File: config.mk
export PLATFORM = sky130hd
export DESIGN_NAME = ebc_front
export DESIGN_NICKNAME = d
export VERILOG_FILES = /design/src/hw/rtl/ebc_pkg.sv /design/src/hw/rtl/ebc_front.sv
export SDC_FILE = /design/constraint.sdc
export NUM_CORES = 1
export LEC_CHECK = 0
export BUFFER_PORTS_ARGS = -buffer_cell sky130_fd_sc_hd__buf_2
export CAP_MARGIN = 30
export CORE_ASPECT_RATIO = 1.75
export CORE_UTILIZATION = 38
export DETAILED_ROUTE_END_ITERATION = 10
export PLACE_DENSITY_LB_ADDON = 0.1
export SLEW_MARGIN = 30
export SYNTH_ARGS = -nofsm -noshare
export SYNTH_HDL_FRONTEND = slang
export SYNTH_SLANG_ARGS = --single-unit
export TNS_END_PERCENT = 100
File: constraint.sdc
create_clock -name vclk -period 1.5
set_clock_uncertainty 0.05 [all_clocks]
set_input_delay 0.075 -clock vclk [all_inputs]
set_output_delay 0.075 -clock vclk [all_outputs]
set_load 0.005 [all_outputs]
File: src/hw/rtl/ebc_pkg.sv
`timescale 1ns / 1ps
// ----------------------------------------------------------------------------
// ebc_pkg: shared types and constants for the 8-bit CPU subset execute unit
// Holds action codes, operation classes, the queue entry type and helpers.
// ----------------------------------------------------------------------------
package ebc_pkg;

    localparam int unsigned ADDRESS_BITS_DEFAULT = 16;
    localparam logic [7:0] STOP_OPCODE = 8'hEF;
    localparam logic [7:0] ZERO_BYTE = 8'h00;
    localparam logic [2:0] OPND_MEM = 3'd6;

    typedef enum logic [1:0] {
        ACT_EXEC  = 2'd0,
        ACT_WRITE = 2'd1,
        ACT_READ  = 2'd2,
        ACT_PRESET = 2'd3
    } action_t;

    // operation classes produced by the front decoder
    typedef enum logic [3:0] {
        OP_NOP,
        OP_STOP,
        OP_LXI,
        OP_INX,
        OP_DCX,
        OP_INR,
        OP_DCR,
        OP_MVI,
        OP_CMC,
        OP_MOV,
        OP_ADD,
        OP_SUB,
        OP_MEMWR,
        OP_MEMRD,
        OP_PRESET
    } op_class_t;

    // decoded transaction handed from front to back
    typedef struct packed {
        op_class_t  op;
        logic [2:0] dst;      // register file index
        logic [2:0] src;      // register file index
        logic       dst_mem;  // destination is the memory byte at HL
        logic       src_mem;  // source is the memory byte at HL
        logic [7:0] lo;
        logic [7:0] hi;
        logic [15:0] addr;
    } dec_t;

    // operand code (B,C,D,E,H,L,M,A) to register file index (A=0..L=6)
    function automatic logic [2:0] code_index(input logic [2:0] code);
        logic [2:0] r;
        begin
            case (code)
                3'd7:     r = 3'd0;
                OPND_MEM: r = 3'd0;
                default:  r = code + 3'd1;
            endcase
            return r;
        end
    endfunction

endpackage

File: src/hw/rtl/ebc_front.sv
`timescale 1ns / 1ps
// ----------------------------------------------------------------------------
// ebc_front: accept and classify transactions
// Decodes each input transaction into an operation class and operand codes.
// ----------------------------------------------------------------------------
module ebc_front
    import ebc_pkg::*;
(
    input  logic [1:0]  action,
    input  logic [7:0]  opcode,
    input  logic [7:0]  data_low,
    input  logic [7:0]  data_high,
    input  logic [15:0] address,
    output dec_t        dec
);

    logic [2:0] dst_code;
    logic [2:0] src_code;
    logic [1:0] pair;

    assign dst_code = opcode[5:3];
    assign src_code = opcode[2:0];
    assign pair     = opcode[5:4];

    // classify the transaction
    always_comb
    begin
        dec.op      = OP_NOP;
        dec.dst     = code_index(dst_code);
        dec.src     = code_index(src_code);
        dec.dst_mem = (dst_code == OPND_MEM);
        dec.src_mem = (src_code == OPND_MEM);
        dec.lo      = data_low;
        dec.hi      = data_high;
        dec.addr    = address;
        case (action_t'(action))
            ACT_WRITE: dec.op = OP_MEMWR;
            ACT_READ:  dec.op = OP_MEMRD;
            ACT_PRESET:
            begin
                if (address < 16'd7)
                begin
                    dec.op      = OP_PRESET;
                    dec.dst     = address[2:0];
                    dec.dst_mem = 1'b0;
                end
            end
            default:
            begin
                if (opcode == STOP_OPCODE)
                    dec.op = OP_STOP;
                else if (opcode[7:6] == 2'b00)
                begin
                    // register pair index for LXI/INX/DCX: B=1, D=3, H=5
                    if (pair != 2'd3 && opcode[3:0] == 4'h1)
                    begin
                        dec.op = OP_LXI;
                        dec.dst = {pair, 1'b1};
                    end
                    else if (pair != 2'd3 && opcode[3:0] == 4'h3)
                    begin
                        dec.op = OP_INX;
                        dec.dst = {pair, 1'b1};
                    end
                    else if (pair != 2'd3 && opcode[3:0] == 4'hB)
                    begin
                        dec.op = OP_DCX;
                        dec.dst = {pair, 1'b1};
                    end
                    else if (src_code == 3'd4)
                        dec.op = OP_INR;
                    else if (src_code == 3'd5)
                        dec.op = OP_DCR;
                    else if (src_code == 3'd6)
                        dec.op = OP_MVI;
                    else if (opcode == 8'h3F)
                        dec.op = OP_CMC;
                end
                else if (opcode[7:6] == 2'b01)
                begin
                    if (opcode != 8'h76)
                        dec.op = OP_MOV;
                end
                else if (opcode[7:3] == 5'b10000)
                    dec.op = OP_ADD;
                else if (opcode[7:3] == 5'b10010)
                    dec.op = OP_SUB;
            end
        endcase
    end

endmodule

==> run metrics <==
result of the run finished with violations; failing checks setup timing; count of buffers inserted at the top-level ports 54; number of instances in the synthesized netlist 129; Setup TNS Final -2.20 ps; transition time at the pin with the least slew margin 437 ps; kind of start point of the critical path input pin; All-Layer GR Usage 0.215; cells taking the most area after synthesis buf_4 28%, ha_1 17%, nor2_1 6.5%, a21oi_1 3.5%, o21ai_0 3.5%; shortest clock period the worst path allows after layout 1500 ps; final core utilization 0.598; Max Fanout on Critical Path 4; Detailed Place HPWL 2110 um; overall power consumption 0.331 mW; post-route worst setup slack -2.20 ps; Max rail drop VDD 0.130 mV; max-cap violations 0; Core Rows 22; Worst Hold Slack 100 ps; vias in the first global route 992; count of boundary I/O pins 86; average wire per standard cell 14.5 um; leakage power 0.620 nW; Final Instance Count excl. Fillers 190; Clock Buffer Count 0; number of remaining DRC errors 0; fraction of final layout cells sized beyond drive strength 1 0.578; pin count of the biggest net entering global routing 12; final weighted congestion of routability-driven global placement 0.789; global-route wire length before repair 4010 um; Yosys warning total 0; max_slew headroom 0.706; number of pins with negative max-slew slack in the final report 0; Tightest Hold Check Type in2out; drt initial violations 14; ANT nets after route 0; initial cell density of the core 0.407; RSZ-0062 raised after global routing yes; total wire length after detailed routing 2750 um; die height 65.0 um; endpoint arrival time on the critical path 1380 ps; initial antenna violation count 0; DR pass1 iterations 4; total placed cells including tap cells 188; Synth cell types 30; CP required 1370 ps; count of nets after finishing 222; final period utilization 1.00; FF/Latch Area 0 um2; crit path kind in2out; Layout Area Growth over Synthesis 47.0%; area of the core 2120 um2; endpoint type of the worst setup path output port; vias per cell 5.54; net count after synthesis 183; share of Yosys cell area claimed by the top area cell type 0.279; via count 1052; power density of the placed cells 261 nW/um2; remaining global-route overflow 0; proportion of synthesized chip area in sequential cells 0; x dimension of the die 38.0 um; Cell Area, Synth 862 um2; cell accounting for the most synthesized area buf_4; area of the die 2470 um2; timing-limited maximum frequency 666 MHz; number of setup violations in the final report 1; Avg Cell Area, Syn 6.68 um2; FFs & Latches 0; Hold Vio Cnt, Final 0; antenna diode instance count 0
[what timing repair did]
action	in CTS	in global routing
endpoints found under the setup margin	8	7
endpoints found under the hold margin	0	0
cloned	0	0
setup buffers	1	1
hold buffers	0	0
gates resized for setup	28	26
pin swaps	11	16
[cell type report]
| type | count | area [um2] |
|---|---|---|
| repair buffers | 70 | 439 |
| inverters | 8 | 45.0 |
| well taps | 24 | 30.0 |
| fillers | 210 | 852 |
| multi-input cells | 88 | 753 |
[cells in the final DEF (no fill, tap or decap), drive strengths merged, types with 3 or more instances in the layout]
cell    instances
nand3           5
o21ai           6
nor4            3
buf            69
nand2b          3
a21oi           6
nand2           6
ha             12
inv             7
o211ai          3
nor2           15
nor3            4
[kinds of logic (layout without fill, tap and decap cells)]
kind of cell	after synthesis	in the layout	share of synthesized area
buffers and inverters	41	78	0.325
adders and majority gates	12	12	0.174
and+or+nand+nor	47	47	0.271
AOI/OAI and AO/OA	29	29	0.229
[worst paths after layout]
kind | from | end | cells after the start
setup / recovery | opcode[1] | dec[38] | 9
hold / removal | data_high[6] | dec[22] | 0
[power breakdown]
| group | switching, mW | internal [mW] |
|---|---|---|
| logic | 0.167 | 0.164 |
| clock network | 0 | 0 |
| registers | 0 | 0 |
| total | 0.167 | 0.164 |
[routing by layer]
metal / track usage / wire length (um) / vias up
li1: - / - / 497
met1: 0.160 / 796 / 484
met2: 0.483 / 1630 / 55
met3: 0.0137 / 164 / 16
met4: 0.0714 / 161 / 0
met5: 0 / 0 / -
[synthesized netlist by cell type]
library cell / instances
a211oi_1: 1
and2_1: 2
or2_1: 1
nand3b_1: 1
a21oi_1: 6
o211ai_1: 3
nand4_1: 1
or3_1: 2
a211o_1: 2
nor2b_1: 2
ha_1: 12
nor2_1: 15
and3_2: 1
nor3b_1: 1
nand3_1: 5
a2111oi_2: 1
buf_4: 32
o21bai_1: 2
inv_1: 8
nand2_1: 6
a311oi_1: 1
a21o_1: 2
a31oi_1: 2
o31ai_1: 2
clkdlybuf4s15_1: 1
nor3_1: 4
nand2b_1: 3
o21ai_0: 6
nor4_1: 3
o221ai_1: 1
[per-stage QoR]
step / area, um2 / setup WS, ps
6_report: 1270 / -2.20
5_1_grt: 1270 / -91.9
4_1_cts: 1160 / -2.32
3_5_place_dp: 1020 / -139
3_3_place_gp: 1020 / -111
2_1_floorplan: 862 / 150
[critical path: stages]
cell and delay, ps:
buf_12 120, clkinv_8 40, ha_4 140, nand2b_4 60, a2111oi_4 370, nand2_2 140
o221ai_2 190, o31ai_1 90, buf_2 140
No activity file was read; power rests on OpenSTA's default activity.
