File: src/hw/rtl/ebc_pkg.sv
`timescale 1ns / 1ps
// ----------------------------------------------------------------------------
// ebc_pkg: shared types and constants for the 8-bit CPU subset execute unit
// Holds action codes, operation classes, the queue entry type and helpers.
// ----------------------------------------------------------------------------
package ebc_pkg;

    localparam int unsigned ADDRESS_BITS_DEFAULT = 16;
    localparam logic [7:0] STOP_OPCODE = 8'hEF;
    localparam logic [7:0] ZERO_BYTE = 8'h00;
    localparam logic [2:0] OPND_MEM = 3'd6;

    typedef enum logic [1:0] {
        ACT_EXEC  = 2'd0,
        ACT_WRITE = 2'd1,
        ACT_READ  = 2'd2,
        ACT_PRESET = 2'd3
    } action_t;

    // operation classes produced by the front decoder
    typedef enum logic [3:0] {
        OP_NOP,
        OP_STOP,
        OP_LXI,
        OP_INX,
        OP_DCX,
        OP_INR,
        OP_DCR,
        OP_MVI,
        OP_CMC,
        OP_MOV,
        OP_ADD,
        OP_SUB,
        OP_MEMWR,
        OP_MEMRD,
        OP_PRESET
    } op_class_t;

    // decoded transaction handed from front to back
    typedef struct packed {
        op_class_t  op;
        logic [2:0] dst;      // register file index
        logic [2:0] src;      // register file index
        logic       dst_mem;  // destination is the memory byte at HL
        logic       src_mem;  // source is the memory byte at HL
        logic [7:0] lo;
        logic [7:0] hi;
        logic [15:0] addr;
    } dec_t;

    // operand code (B,C,D,E,H,L,M,A) to register file index (A=0..L=6)
    function automatic logic [2:0] code_index(input logic [2:0] code);
        logic [2:0] r;
        begin
            case (code)
                3'd7:     r = 3'd0;
                OPND_MEM: r = 3'd0;
                default:  r = code + 3'd1;
            endcase
            return r;
        end
    endfunction

endpackage

File: src/hw/rtl/ebc_fifo.sv
`timescale 1ns / 1ps
// ----------------------------------------------------------------------------
// ebc_fifo: two-entry queue between front and back
// Decouples decode from execution so each side stalls on its own.
// ----------------------------------------------------------------------------
module ebc_fifo
    import ebc_pkg::*;
(
    input  logic clk,
    input  logic rst_n,
    input  logic in_valid,
    output logic in_ready,
    input  dec_t in_data,
    output logic out_valid,
    input  logic out_ready,
    output dec_t out_data
);

    dec_t       mem_reg [2];
    logic       wr_ptr_reg;
    logic       rd_ptr_reg;
    logic [1:0] count_reg;
    logic       push;
    logic       pop;

    assign in_ready  = (count_reg != 2'd2);
    assign out_valid = (count_reg != 2'd0);
    assign out_data  = mem_reg[rd_ptr_reg];
    assign push      = in_valid && in_ready;
    assign pop       = out_valid && out_ready;

    // store entries
    always_ff @(posedge clk)
    begin
        if (push)
            mem_reg[wr_ptr_reg] <= in_data;
    end

    // advance pointers and count
    always_ff @(posedge clk or negedge rst_n)
    begin
        if (!rst_n)
        begin
            wr_ptr_reg <= 1'b0;
            rd_ptr_reg <= 1'b0;
            count_reg  <= 2'd0;
        end
        else
        begin
            if (push)
                wr_ptr_reg <= ~wr_ptr_reg;
            if (pop)
                rd_ptr_reg <= ~rd_ptr_reg;
            count_reg <= count_reg + {1'b0, push} - {1'b0, pop};
        end
    end

`ifndef SYNTHESIS
    a_no_overflow: assert property (@(posedge clk) disable iff (!rst_n)
        count_reg != 2'd3) else $error("queue count out of range");
    a_pop_drop: assert property (@(posedge clk) disable iff (!rst_n)
        (pop && !push && count_reg == 2'd1) |=> !out_valid)
        else $error("queue not empty after last pop");
    a_push_fill: assert property (@(posedge clk) disable iff (!rst_n)
        (push && !pop && count_reg == 2'd1) |=> !in_ready)
        else $error("queue not full after second push");
`endif

endmodule

File: config.mk
export PLATFORM = sky130hd
export DESIGN_NAME = ebc_fifo
export DESIGN_NICKNAME = d
export VERILOG_FILES = /design/src/hw/rtl/ebc_pkg.sv /design/src/hw/rtl/ebc_fifo.sv
export SDC_FILE = /design/constraint.sdc
export NUM_CORES = 1
export LEC_CHECK = 0
export ABC_AREA = 1
export BUFFER_PORTS_ARGS = -buffer_cell sky130_fd_sc_hd__buf_2
export CAP_MARGIN = 10
export CORE_AREA = 2 2 78 95
export DETAILED_ROUTE_END_ITERATION = 6
export DIE_AREA = 0 0 80 97
export PLACE_DENSITY = 0.83
export SETUP_SLACK_MARGIN = 0.05
export SLEW_MARGIN = 10
export SYNTH_ARGS = -nofsm -noshare
export SYNTH_HDL_FRONTEND = slang
export SYNTH_SLANG_ARGS = --single-unit
File: constraint.sdc
create_clock -name clk -period 3.8 [get_ports clk]
set_clock_uncertainty 0.05 [all_clocks]
set_input_delay 0.76 -clock clk [delete_from_list [all_inputs] [get_ports clk]]
set_output_delay 0.76 -clock clk [all_outputs]
set_load 0.01 [all_outputs]
==> metrics.md <==
| Metric | Value |
|---|---|
| Finished Layout Cells | `approximately 450` |
| Critical path's slowest cell | `dfrtp_2` |
| Min cycle time layout | `between 2000 and 3000 ps` |
| Setup crit end kind | `primary output` |
| Tcrit/Tclk final | `71.3%` |
| Post-Synthesis Cells | `around 260` |
| Worst Path Max Fanout | `46` |
| Multi-input gate area | `between 600 and 700 µm²` |
| Vias in the first global route | `1,951` |
| Clk Latency, worst-skew pair | `340 ps` |
| Sw frac | `34.6%` |
| Sequential power share | `between 50% and 60%` |
| Global routing usage on met3 | `3.26%` |
| Global-route wire length before repair | `8.72 mm` |
| Row Count | `33` |
| Port bufs | `93` |
| Inserted Clock Buffers | `9` |
| Outcome | `finished, final reports clean` |
| Mapped cell area | `3490 µm²` |
| Combinational power share | `31.6%` |
| Total grt overflow | `0` |
| CTS clk-pin slew, worst paths | `80 ps` |
| Critical path launch point type | `flip-flop` |
| Least-Margin Pin Slew | `920 ps` |
| Worst Hold Class | `input port to asynchronous set/reset pin` |
| Crit-path most repeated cell | `nand2_1` |
| Pwr dens | `720 nW/µm²` |
| Vias/cell | `~4.7` |
| Max reg flops | `88` |
| Die area | `7760 µm²` |
| Starting Density | `51.6%` |
| Register area share after synthesis | `between 70% and 80%` |
| Slew Limit Fails | `0` |
| Post-CTS sizing | `0` |
| Syn_nets | `311` |
| Hold_ws | `162 ps` |
| CTS Hold Buffers Added | `0` |
| Crit path kind | `flip-flop to primary output` |
| Worst EP arrival | `about 1900 ps` |
| Longest Clk Path Bufs | `2` |
| DRC | `0` |
| NumNets Final | `407` |
| Unrepaired setup endpoints after global routing | `no` |
| Hold Fails Final Rpt | `0` |
| Die width | `80 µm` |
| Register Area | `approximately 2700 µm²` |
| Relative slew slack | `38.6%` |
| Post-Syn Area per Cell | `roughly 13 µm²` |
| Worst stage delay on the critical path | `940 ps` |
| CTS tree | `built` |
| Clock sink count | `92` |
| GR peak layer | `met2` |
| Peak VDD IR | `0.327 mV` |
| Setup_tns | `0 ps` |
| Syn-to-layout area delta | `18.4%` |
| Layout cells sized above 1 | `approximately 33%` |
| Netlist cell types | `12` |
| Boundary Pins | `94` |
| Total global-route track usage | `15.1%` |
| Initial antenna violation count | `0` |
| WL final | `5.52 mm` |
| Placed cells | `433` |
| Leakage | `0.00182 µW` |
| Fillers | `562` |
| CP required | `2990 ps` |
| Post-DR wirelength/cell | `12.4 µm` |
| Internal | `1950 µW` |
| Core area | `6770 µm²` |
| Routed Antenna Nets | `0` |
| MaxCap Viol Count | `0` |
| DP HPWL | `~3.6 mm` |
| Initial DRC Count | `46` |
| Cells along the critical path | `inv_8, nand2_1, nand2_1, buf_2` |
| Max Freq | `around 370 MHz` |
| Gpl congestion | `0.685` |
| Final setup violation count | `0` |
| #FFs+latches synth | `92` |
| Antenna diodes | `0` |
| Grt met1 use | `15.4%` |
| H-tree depth | `3` |
| Switch Pwr | `1030 µW` |
| R2R cell count | `5` |
| Vias | `2,096` |
| # Post-CTS Setup Buffers | `0` |
| GRT met2 Usage | `27.9%` |
| Largest net degree at the start of global routing | `47` |
| Root buffer cell | `clkbuf_8` |
| 1st-pass router iterations | `6` |
| Yosys synthesis warning count | `0` |
| Clock share of power | `about 17%` |
| Chip height | `97 µm` |
==> placed cells by master, fill, tap and decap left out, drive strengths merged <==
cell      n
ha        2
inv       9
dfrtp     4
edfxtp   88
clkbuf   10
nand3     3
nor2      1
buf      94
clkinv    4
nand2   145
==> power by group through the flow <==
stage	Clock (µW)	Combinational, µW	Sequential, µW
global route	579	1070	1550
global placement	0	946	1540
detailed placement	0	968	1550
CTS	535	971	1530
finish	516	941	1520
floorplan	0	724	1460
==> metal layers <==
metal,part of all wire [%],wire [µm],vias to the layer above
li1,-,-,1056
met1,38,2110,973
met2,55,3050,58
met3,4.9,271,9
met4,1.7,96,0
met5,0,0,-
==> Yosys cell counts, drive strengths merged <==
| cell type | count | area (µm²) |
|---|---|---|
| nand2 | 145 | 569 |
| edfxtp | 88 | 2640 |
| buf | 9 | 93.8 |
| inv | 9 | 41.3 |
| dfrtp | 4 | 100 |
| nand3 | 3 | 15.0 |
| ha | 2 | 25.0 |
| nor2 | 1 | 3.75 |
==> worst paths after layout <==
check | from | endpoint | slack (ps)
min in group clk | wr_ptr_reg | wr_ptr_reg | 430
worst min register to register | wr_ptr_reg | wr_ptr_reg | 430
worst min-delay path | rst_n | wr_ptr_reg | 160
worst max-delay path | rd_ptr_reg | out_data[2] | 1090
max in group asynchronous | rst_n | rd_ptr_reg | 3400
worst max register to register | count_reg[0] | mem_reg[1][1] | 1830
==> critical path: cells and delay by family (launching register included) <==
kind / cells / cell delay, ps
flip-flops: 1 / 940
buffers and inverters: 2 / 380
AND/OR/NAND/NOR: 2 / 190
==> cell type report <==
type                       instances  share of cell area [%]
sequential                        92                    66.4
inverter                           9                   0.999
clock buffer                      10                    3.09
multi-input combinational        151                    15.0
timing repair buffer              94                    11.4
clock inverter                     4                   0.454
tap                               87                    2.63
==> cell families after synthesis <==
group	synth area share [%]
adders and majority gates	0.717
DFF	78.6
and+or+nand+nor	16.8
buffers and inverters	3.87
==> through the flow <==
stage	power (µW)	util [%]	area [µm²]	setup slack, ps
floorplan	2190	-	3490	608
global placement	2480	58.9	3990	1440
CTS	3030	61.0	4130	1030
global route	3190	61.0	4130	916
detailed placement	2520	58.9	3990	1410
finish	2980	61.0	4130	1090
(Power assumes the default switching activity.)
